$ cat src/refcounted_page_allocator_defines.svh
// Assertion helpers used by the allocator datapath.
`ifndef REFCOUNTED_PAGE_ALLOCATOR_DEFINES_SVH
`define REFCOUNTED_PAGE_ALLOCATOR_DEFINES_SVH

// Same-cycle implication, checked outside reset.
`define RPA_ASSERT_IMP(label, clk, rst_n, ante, cons) \
  label: assert property (@(posedge clk) disable iff (!rst_n) (ante) |-> (cons)) \
    else $error("page allocator check failed");

// Next-cycle implication, checked outside reset.
`define RPA_ASSERT_NEXT(label, clk, rst_n, ante, cons) \
  label: assert property (@(posedge clk) disable iff (!rst_n) (ante) |=> (cons)) \
    else $error("page allocator check failed");

`endif

$ cat src/rpa_pkg.sv
package rpa_pkg;

  // Fixed field widths of the stream and register interfaces.
  localparam int unsigned PAGE_W   = 12;
  localparam int unsigned MODE_W   = 3;
  localparam int unsigned STATUS_W = 3;
  localparam int unsigned REF_W    = 8;
  localparam int unsigned FREE_W   = 13;
  localparam int unsigned LIMIT_W  = 13;
  localparam int unsigned IN_DATA_W  = 16;
  localparam int unsigned OUT_DATA_W = 40;
  localparam int unsigned APB_AW = 3;
  localparam int unsigned APB_DW = 32;

  // Default sizing of the allocator.
  localparam int unsigned DEF_PAGES      = 4096;
  localparam int unsigned DEF_COUNT_BITS = 8;

  // Register reset values.
  localparam logic [PAGE_W-1:0]  FIRST_PAGE_RST = '0;
  localparam logic [LIMIT_W-1:0] PAGE_LIMIT_RST = 13'h1000;

  // Register byte addresses.
  localparam logic [APB_AW-1:0] ADDR_FIRST_PAGE = 3'd0;
  localparam logic [APB_AW-1:0] ADDR_PAGE_LIMIT = 3'd4;

  // Operation codes.
  typedef enum logic [MODE_W-1:0] {
    MODE_ALLOC = 3'd0,
    MODE_FREE  = 3'd1,
    MODE_SEED  = 3'd2,
    MODE_INC   = 3'd3,
    MODE_DEC   = 3'd4,
    MODE_QUERY = 3'd5
  } mode_e;

  // Result status codes.
  typedef enum logic [STATUS_W-1:0] {
    STAT_OK    = 3'd0,
    STAT_EMPTY = 3'd1,
    STAT_BAD   = 3'd2,
    STAT_UNDER = 3'd3,
    STAT_OVER  = 3'd4,
    STAT_FULL  = 3'd5
  } status_e;

  // Commands from the controller to the datapath.
  typedef struct packed {
    logic clear_step;
    logic accept;
    logic commit;
  } rpa_cmd_t;

  // Status from the datapath to the controller.
  typedef struct packed {
    logic clear_last;
    logic out_busy;
  } rpa_stat_t;

endpackage

$ cat src/rpa_ctrl.sv
module rpa_ctrl
  import rpa_pkg::*;
(
  input  logic      clk_i,
  input  logic      rst_ni,
  input  logic      s_tvalid_i,
  output logic      s_tready_o,
  output rpa_cmd_t  cmd_o,
  input  rpa_stat_t stat_i
);

  typedef enum logic [1:0] {
    ST_CLEAR,
    ST_IDLE,
    ST_EXEC
  } ctrl_state_e;

  ctrl_state_e state_q, state_d;

  // Command decode from the current state.
  always_comb begin
    s_tready_o       = (state_q == ST_IDLE);
    cmd_o.clear_step = (state_q == ST_CLEAR);
    cmd_o.accept     = (state_q == ST_IDLE) && s_tvalid_i;
    cmd_o.commit     = (state_q == ST_EXEC) && !stat_i.out_busy;
  end

  // Next-state logic.
  always_comb begin
    state_d = state_q;
    case (state_q)
      ST_CLEAR: begin
        if (stat_i.clear_last) state_d = ST_IDLE;
      end
      ST_IDLE: begin
        if (s_tvalid_i) state_d = ST_EXEC;
      end
      ST_EXEC: begin
        if (!stat_i.out_busy) state_d = ST_IDLE;
      end
      default: begin
        state_d = ST_CLEAR;
      end
    endcase
  end

  // State register; the count memory is swept after every reset.
  always_ff @(posedge clk_i or negedge rst_ni) begin
    if (!rst_ni) begin
      state_q <= ST_CLEAR;
    end else begin
      state_q <= state_d;
    end
  end

endmodule

$ cat config.mk
export PLATFORM = sky130hd
export DESIGN_NAME = rpa_ctrl
export DESIGN_NICKNAME = d
export VERILOG_FILES = /design/src/refcounted_page_allocator_defines.svh /design/src/rpa_pkg.sv /design/src/rpa_ctrl.sv
export SDC_FILE = /design/constraint.sdc
export NUM_CORES = 1
export LEC_CHECK = 0
export ABC_AREA = 1
export BUFFER_PORTS_ARGS = -buffer_cell sky130_fd_sc_hd__buf_2
export CAP_MARGIN = 20
export CORE_AREA = 2 2 39 41
export DETAILED_ROUTE_END_ITERATION = 8
export DIE_AREA = 0 0 41 43
export HOLD_SLACK_MARGIN = 0.02
export MAX_ROUTING_LAYER = met4
export PLACE_DENSITY = 0.3
export SYNTH_ARGS = -nofsm -noshare
export SYNTH_HDL_FRONTEND = slang
export SYNTH_SLANG_ARGS = --single-unit
$ cat constraint.sdc
create_clock -name clk_i -period 0.8 [get_ports clk_i]
set_clock_uncertainty 0.1 [all_clocks]
set_input_delay 0.16 -clock clk_i [delete_from_list [all_inputs] [get_ports clk_i]]
set_output_delay 0.16 -clock clk_i [all_outputs]
set_load 0.005 [all_outputs]
# Word level (Yosys, flattened, before mapping)
# Index checks and enable logic that the tools add are counted.
dict set report word_totals {
  elab_cells 15
  register_bits 2
  output_inout_bits 4
}
dict set report classes {
  reduce_logical 5
  n_eq_ne 5
  mux 4
}
# op n
set op_table {}
lappend op_table {{$mux 2} 3}
lappend op_table {{$pmux 2 s3} 1}
lappend op_table {{$ne 2x2->1 const B} 2}
lappend op_table {{$reduce_and 3->1} 1}
lappend op_table {{$eq 2x1->1 const B} 1}
lappend op_table {{$eq 2x2->1 const B} 1}
lappend op_table {{$logic_and 1x1->1} 2}
lappend op_table {{$logic_not 2->1} 1}
lappend op_table {{$ne 2x1->1 const B} 1}
lappend op_table {{$logic_not 1->1} 1}

# Longest topological paths before layout
# Gate-level depths: netlist of run 1.
dict set report logic_depth {
  ltp_word 3
  ltp_mapped 4
  ltp_nobuf 4
}

# Least setup slack after synthesis of run 1
# OpenSTA, ideal clock, no wires.
dict set report synth_path {
  path_type {reg-to-output}
  start {reg state_q[1]}
  end {out cmd_o[1] (netlist bit)}
  path_slack_ns -0.091
  arrival_ns 0.631
  required_ns 0.540
  stages_incl_launch_ff 4
  cell_sequence {dfrtp_1 -> inv_1 -> nand2_1 -> nor2_1}
}
# element line
set synth_rtl {}
lappend synth_rtl {{start, declared} rpa_ctrl.sv:18} ;# ctrl_state_e state_q, state_d;
lappend synth_rtl {{start signal, assigned} rpa_ctrl.sv:52} ;# state_q <= state_d;
lappend synth_rtl {{end, declared} rpa_ctrl.sv:8} ;# output rpa_cmd_t cmd_o,

==> flow_metrics.env, run 1 <==
export IMPL_outcome="finished, violations left"
export IMPL_violations="setup timing"
export IMPL_wirelength_um=464
export IMPL_fin_crit_ns=1.23
export IMPL_htreeDepth=1
export IMPL_firstDrtPassIters=2
export IMPL_end_kind="output port"
export IMPL_relSlewSlack=0.852
export IMPL_utilization=0.194
export IMPL_p_per_area_mw_per_mm2=3740
export IMPL_drive_above_1_share=0.758
export IMPL_cp_cell_sequence="buf_4, nor2_1, buf_2"
export IMPL_tightestPinTransition_ns=0.219
export IMPL_syn_to_final_growth_pct=134
export IMPL_ys_top_cells_by_area="dfrtp_1, inv_1, nor2_1, nand2_2, o22ai_1"
export IMPL_crit_type="flip-flop to output port"
export IMPL_syn_instance_count=17
export IMPL_grt_max_degree=5
export IMPL_fillers=164
export IMPL_netlist_cell_type_count=10
export IMPL_place_congestion=0.559
export IMPL_crit_path_max_fanout=3
export IMPL_hold_path_class="input pin to asynchronous set/reset pin"
export IMPL_irDropWorstVdd_uv=1110
export IMPL_port_buffers=8
export IMPL_synth_seq_area_share=0.435
export IMPL_synth_net_count=22
export IMPL_clockBufferDepth=2
export IMPL_setup_viol=6
export IMPL_yosys_warnings=0
export IMPL_final_max_slew_viol_count=0
export IMPL_grt_pass1_vias=159
export IMPL_reg2reg_depth=5
export IMPL_rsz0062_at_grt="true"
export IMPL_num_vias=174
export IMPL_max_freq_mhz=814
export IMPL_final_instance_count_excl_fill=49
export IMPL_antenna_found_initial=0
export IMPL_start_kind="flip-flop"
export IMPL_grt_pass1_wl_um=614
export IMPL_dp_cells=42
export IMPL_die_area_mm2=0.00176
export IMPL_track_usage=0.0576
export IMPL_nets=40
export IMPL_required_ns=0.54
export IMPL_drtAntennaViolNets=0
export IMPL_syn_cell_area_um2=115
export IMPL_reg_largest_list="state_q (2)"
export IMPL_top_register="state_q"
export IMPL_path_clk_slew_ns=0.03
export IMPL_hold_ws_ns=0.144
export IMPL_setup_slack_ns=-0.428
export IMPL_cap_violations=0
export IMPL_crit_slowest_cell="dfrtp_1"
export IMPL_n_antenna_cell=0
export IMPL_wl_per_cell_um=9.47
export IMPL_hpwlAfterDp_um=270
export IMPL_cts_root_buf="clkbuf_4"
export IMPL_drt_iter0_markers=1
export IMPL_leakagePower_nw=0.144
export IMPL_netlist_top_cell_by_area="dfrtp_1"
export IMPL_numCtsBuffers=3
export IMPL_yosys_area_top_type_share=0.435
export IMPL_cpPeakStageDelay_ns=0.39
export IMPL_initial_utilization=0.0832
export IMPL_fin_crit_sh=1.54
export IMPL_die_w_um=41
export IMPL_clkLatencyLatePin_ns=0.22
export IMPL_largest_reg_flops=2
export IMPL_pin_count=9
export IMPL_grt_remaining_overflow=0
export IMPL_rows=14
export IMPL_cts_sinks=2
export IMPL_core_mm2=0.00138
export IMPL_cp_arrival_ns=0.97
export IMPL_die_h_um=43
export IMPL_final_hold_violation_count=0
export IMPL_cts_tree="yes"
export IMPL_reg2reg_from="state_q[0]"
export IMPL_setup_worst_path_start="state_q[1]"
export IMPL_synth_avg_cell_area_um2=6.77
export IMPL_drc=0
export IMPL_vias_per_cell=3.55
export IMPL_ys_ff_latch=2
==> where the power goes <==
group	total [mW]	internal, mW	leakage [nW]	switching (mW)
Clock	0.218	0.165	0.0138	0.0530
Sequential	0.212	0.156	0.0240	0.0567
Combinational	0.576	0.296	0.106	0.280
==> cell usage after synthesis, drive strengths merged <==
master and count:
o22ai 1, dfrtp 2, inv 5, nand2 2, a21oi 1, nand3 1, o21ai 1, nor2 4
==> stage by stage <==
step | TNS, ns | setup WS, ns | area, um2 | power (mW)
after floorplan | -0.231 | -0.0906 | 118 | 0.371
after global placement | -0.864 | -0.199 | 185 | 0.533
after detailed placement | -1.03 | -0.249 | 185 | 0.546
after CTS | -2.09 | -0.425 | 254 | 0.928
after global routing | -2.40 | -0.484 | 269 | 1.10
final | -2.11 | -0.428 | 269 | 1.01
==> logic make-up after synthesis <==
kind of cell	synth area share
buf+inv	0.163
compound gates	0.141
flops	0.435
simple gates	0.261
==> what timing repair did <==
action                                  CTS  global route
resized for setup                         3             6
setup buffers                             3             0
hold endpoints to repair                  2             0
hold buffers                              1             0
endpoints found under the setup margin    6             6
==> worst max-delay path, delay by kind of cell, from the launching register on <==
kind / cells / cell delay (ns)
simple gates: 1 / 0.09
flops: 1 / 0.39
buf+inv: 2 / 0.26
==> path summary, 6_finish.rpt <==
check                              to  slack [ns]
hold reg to reg            state_q[0]        0.50
hold / removal             state_q[0]        0.14
setup reg to reg           state_q[0]       -0.26
min in group clk_i         state_q[0]        0.18
max in group asynchronous  state_q[0]        0.35
setup / recovery             cmd_o[2]       -0.43
==> final cells by class <==
class,count,area [um2],area share
clock buffer,3,22.5,0.0837
sequential,2,51.3,0.191
inverter,5,18.8,0.0698
tap,16,20.0,0.0744
timing repair buffer,13,80.1,0.298
multi-input combinational,10,76.3,0.284
==> metal layers <==
layer | part of all wire | GRT usage
met1 | 0.43 | 0.0579
met2 | 0.49 | 0.0719
met3 | 0.078 | 0.0471
met4 | 0 | 0.0400
met5 | 0 | -
==> cell usage in the layout, fill, tap and decap left out, types with 2 or more instances in the layout <==
| cell | count |
|---|---|
| nor2_1 | 2 |
| buf_2 | 8 |
| inv_2 | 3 |
| nor2_2 | 2 |
| buf_4 | 4 |
| inv_1 | 2 |
| clkbuf_4 | 3 |
(Power assumes the default switching activity.)
==> run 2, diff against run 1 <==
--- a/config.mk
+++ b/config.mk
@@ -16,2 +16,3 @@
 export PLACE_DENSITY = 0.3
+export SETUP_SLACK_MARGIN = 0.4
 export SYNTH_ARGS = -nofsm -noshare
--- a/constraint.sdc
+++ b/constraint.sdc
@@ -4,2 +4,2 @@
 set_output_delay 0.16 -clock clk_i [all_outputs]
-set_load 0.005 [all_outputs]
+set_load 0.1 [all_outputs]
==> run 2 against run 1 <==
Compared with the run above: the run ends with hold timing, setup timing left; critical endpoint is now cmd_o[1]; first-iteration DRC count fell by 100%; critical path type unchanged; register-to-register slack barely moved; hold slack got worse by 0.53 ns; largest cell class unchanged.
==> flow_metrics.env, run 2 (same netlist as run 1, synthesis figures left out) <==
export IMPL_outcome="finished, violations left"
export IMPL_violations="hold timing, setup timing"
export IMPL_largest_reg_flops=2
export IMPL_grt_remaining_overflow=0
export IMPL_multi_input_area_um2=87.6
export IMPL_fin_crit_ns=1.35
export IMPL_end_kind="output port"
export IMPL_place_congestion=0.541
export IMPL_nets=42
export IMPL_path_delay_family="flip-flops"
export IMPL_final_cell_mix="buf_4, nor2_4, buf_2, buf_12, clkbuf_4"
export IMPL_die_area_mm2=0.00176
export IMPL_clkLatencyLatePin_ns=0.22
export IMPL_crit_slowest_cell="dfrtp_1"
export IMPL_core_mm2=0.00138
export IMPL_reg_largest_list="state_q (2)"
export IMPL_setup_slack_ns=-0.551
export IMPL_fillers=156
export IMPL_tns_ns=-2.62
export IMPL_cp_cell_sequence="inv_2, nand2_4, nor2_4, buf_12"
export IMPL_die_h_um=43
export IMPL_hold_ws_ns=-0.389
export IMPL_clockBufferDepth=2
export IMPL_rows=14
export IMPL_fin_crit_sh=1.69
export IMPL_final_common_cell="buf_4"
export IMPL_cap_violations=0
export IMPL_wirelength_um=448
export IMPL_grt_pass1_vias=196
export IMPL_vias_per_cell=3.33
export IMPL_relSlewSlack=0.858
export IMPL_initial_utilization=0.0832
export IMPL_pin_count=9
export IMPL_r2r_slack_ns=-0.27
export IMPL_post_dp_cell_area_um2=287
export IMPL_setup_viol=6
export IMPL_htreeDepth=1
export IMPL_seq_area_um2=51.3
export IMPL_port_buffers=8
export IMPL_dp_cells=44
export IMPL_num_vias=170
export IMPL_syn_to_final_growth_pct=213
export IMPL_start_kind="flip-flop"
export IMPL_crit_type="flip-flop to output port"
export IMPL_cp_arrival_ns=1.09
export IMPL_drive_above_1_share=0.829
export IMPL_path_clk_slew_ns=0.03
export IMPL_required_ns=0.54
export IMPL_final_max_slew_viol_count=0
export IMPL_firstDrtPassIters=1
export IMPL_cts_root_buf="clkbuf_4"
export IMPL_n_antenna_cell=0
export IMPL_cpPeakStageDelay_ns=0.39
export IMPL_critical_path_buf_inv_count=2
export IMPL_wl_per_cell_um=8.78
export IMPL_fin_area_um2=360
export IMPL_antenna_found_initial=0
export IMPL_grt_max_degree=4
export IMPL_drt_iter0_markers=0
export IMPL_track_usage=0.0698
export IMPL_crit_path_max_fanout=3
export IMPL_tightestPinTransition_ns=0.210
export IMPL_final_hold_violation_count=2
export IMPL_final_instance_count_excl_fill=51
export IMPL_hold_path_class="input pin to asynchronous set/reset pin"
export IMPL_cts_sinks=2
export IMPL_max_freq_mhz=740
export IMPL_cts_tree="yes"
export IMPL_drc=0
export IMPL_numCtsBuffers=3
export IMPL_die_w_um=41
export IMPL_drtAntennaViolNets=0
export IMPL_grt_pass1_wl_um=717
export IMPL_rsz0062_at_grt="true"
export IMPL_top_register="state_q"
## run 2: per-layer routing
metal  share of wire  routed length [um]  global-route usage
met1            0.26                 118              0.0479
met2            0.71                 320               0.109
met3           0.020                   9              0.0157
met5               0                   0                   -
met4               0                   0               0.100
## run 2: worst register-to-register path: stages (launching register included)
cell and delay (ns):
dfrtp_1 0.39, buf_4 0.16, o21ai_0 0.21, a21oi_2 0.08
## run 2: cell type report
cell class              count  share of cell area
inverters                   5              0.0625
clock buffers               3              0.0625
repair buffers             15               0.434
flip-flops and latches      2               0.142
multi-input cells          10               0.243
well taps                  16              0.0556
## run 2: what timing repair did
item                                    4_1_cts  5_1_grt
hold endpoints to repair                      2        2
gates resized for setup                       4        3
endpoints found under the setup margin        6        6
pin swaps                                     3        3
setup buffers                                 2        2
## run 2: final timing paths
check / from / end / depth (start not counted)
max reg2reg: state_q[1] / state_q[0] / 3
min reg2reg: state_q[0] / state_q[1] / 2
max in group asynchronous: rst_ni / state_q[0] / 1
min: rst_ni / state_q[1] / 1
min in group clk_i: s_tvalid_i / state_q[1] / 3
max: state_q[1] / cmd_o[1] / 4
## run 2: stage by stage
| step | util | worst slack [ns] |
|---|---|---|
| 2_1_floorplan | - | -0.561 |
| 3_3_place_gp | 0.207 | -0.345 |
| 3_5_place_dp | 0.207 | -0.351 |
| 4_1_cts | 0.242 | -0.558 |
| 5_1_grt | 0.260 | -0.596 |
| 6_report | 0.260 | -0.551 |
Power of run 2 is left out: the tool's default activity adds up to more than one toggle a clock period on the data nets, which glitch-free logic cannot reach.
==> run 3, diff against run 2 <==
CELL_PAD_IN_SITES_DETAIL_PLACEMENT = 0   (was not set)
CELL_PAD_IN_SITES_GLOBAL_PLACEMENT = 2   (was not set)
PLACE_DENSITY = 0.45   (was 0.3)
==> run 3 against run 2 <==
Compared with the run above: core utilization grew 0.54 points; cell area grew 2.1%; critical path type unchanged; highest routed layer unchanged; count of clock-buffer cells in the layout is the same; flip-flop and latch count is the same; setup slack gained 0.020 ns; final cell count shrank 2.0%; the flow still finishes with violations (hold timing, setup timing); die area is the same.
==> flow_metrics.env, run 3 (same netlist as run 1, synthesis figures left out) <==
export IMPL_outcome="finished, violations left"
export IMPL_violations="hold timing, setup timing"
export IMPL_setup_slack_ns=-0.530
export IMPL_cp_cell_sequence="inv_2, nand2_4, nor2_4, buf_12"
export IMPL_antenna_found_initial=0
export IMPL_dp_cells=46
export IMPL_drt_iter0_markers=4
export IMPL_cts_root_buf="clkbuf_4"
export IMPL_grt_max_degree=5
export IMPL_start_kind="flip-flop"
export IMPL_numCtsBuffers=3
export IMPL_relSlewSlack=0.862
export IMPL_hpwlAfterDp_um=297
export IMPL_end_kind="output port"
export IMPL_hold_path_class="input pin to asynchronous set/reset pin"
export IMPL_final_max_slew_viol_count=0
export IMPL_port_buffers=8
export IMPL_top_layer_used="met3"
export IMPL_rows=14
export IMPL_clkLatencyLatePin_ns=0.22
export IMPL_fin_crit_ns=1.33
export IMPL_die_h_um=43
export IMPL_firstDrtPassIters=2
export IMPL_largest_reg_flops=2
export IMPL_crit_slowest_cell="dfrtp_2"
export IMPL_hold_ws_ns=-0.386
export IMPL_die_w_um=41
export IMPL_wl_met3_um=33
export IMPL_core_mm2=0.00138
export IMPL_multi_input_area_um2=98.8
export IMPL_wirelength_um=409
export IMPL_htreeDepth=1
export IMPL_pre_cts_ws_ns=-0.324
export IMPL_n_antenna_cell=0
export IMPL_m1WireLength_um=138
export IMPL_final_cell_mix="nor2_4, buf_2, buf_12, buf_4, clkbuf_4"
export IMPL_seq_area_um2=51.3
export IMPL_rsz0062_at_grt="true"
export IMPL_critical_path_buf_inv_count=2
export IMPL_num_vias=171
export IMPL_final_instance_count_excl_fill=50
export IMPL_tightestPinTransition_ns=0.205
export IMPL_fillers=154
export IMPL_syn_to_final_growth_pct=220
export IMPL_path_clk_slew_ns=0.03
export IMPL_grt_remaining_overflow=0
export IMPL_cpPeakStageDelay_ns=0.44
export IMPL_utilization=0.266
export IMPL_wl_per_cell_um=8.18
export IMPL_vias_per_cell=3.42
export IMPL_grt_pass1_wl_um=600
export IMPL_crit_type="flip-flop to output port"
export IMPL_nets=41
export IMPL_track_usage=0.0595
export IMPL_required_ns=0.54
export IMPL_drtAntennaViolNets=0
export IMPL_drc=0
export IMPL_wl_met2_um=237
export IMPL_initial_utilization=0.0832
export IMPL_fin_area_um2=368
export IMPL_setup_viol=6
export IMPL_cts_tree="yes"
export IMPL_top_register="state_q"
export IMPL_die_area_mm2=0.00176
export IMPL_pin_count=9
export IMPL_crit_path_max_fanout=4
export IMPL_max_freq_mhz=752
export IMPL_drive_above_1_share=0.853
export IMPL_place_congestion=0.695
export IMPL_grt_pass1_vias=170
export IMPL_post_dp_cell_area_um2=302
export IMPL_path_delay_family="flip-flops"
export IMPL_reg_largest_list="state_q (2)"
export IMPL_cts_sinks=2
export IMPL_final_hold_violation_count=2
export IMPL_cap_violations=0
export IMPL_clockBufferDepth=2
export IMPL_fin_crit_sh=1.66
export IMPL_cp_arrival_ns=1.07
## run 3: changes by cell type in the layout (fill, tap and decap cells not counted), sizes merged
| cell | previous run | this run |
|---|---|---|
| buf | 15 | 14 |
## run 3: cell type report
type / count / share of cell area
clock buffer: 3 / 0.0612
inverter: 5 / 0.0612
multi-input combinational: 10 / 0.269
sequential: 2 / 0.139
tap: 16 / 0.0544
timing repair buffer: 14 / 0.415
## run 3: metal layers
layer | vias to the layer above | global-route usage
met2 | 5 | 0.0750
met5 | - | -
met4 | 0 | 0.0600
met3 | 0 | 0.0471
met1 | 79 | 0.0511
li1 | 87 | -
## run 3: repair_timing
action | 4_1_cts | 5_1_grt
setup endpoints to repair | 6 | 6
pin swaps | 3 | 2
buffers inserted | 0 | 1
gates resized for setup | 4 | 6
hold endpoints to repair | 2 | 2
## run 3: through the flow
step / hold slack [ns] / setup TNS, ns
5_1_grt: -0.397 / -3.05
2_1_floorplan: -0.236 / -2.14
6_report: -0.386 / -2.75
3_5_place_dp: -0.153 / -1.72
3_3_place_gp: -0.152 / -1.64
4_1_cts: -0.397 / -2.65
## run 3: worst paths after layout
kind,from,endpoint,slack [ns],depth (start not counted)
max,state_q[0],cmd_o[0],-0.53,4
min,rst_ni,state_q[1],-0.39,1
max reg2reg,state_q[0],state_q[0],-0.35,6
min reg2reg,state_q[1],state_q[0],0.47,3
max in group asynchronous,rst_ni,state_q[0],0.88,1
min in group clk_i,stat_i[1],state_q[0],0.16,3
Power of run 3 is left out for the same reason.
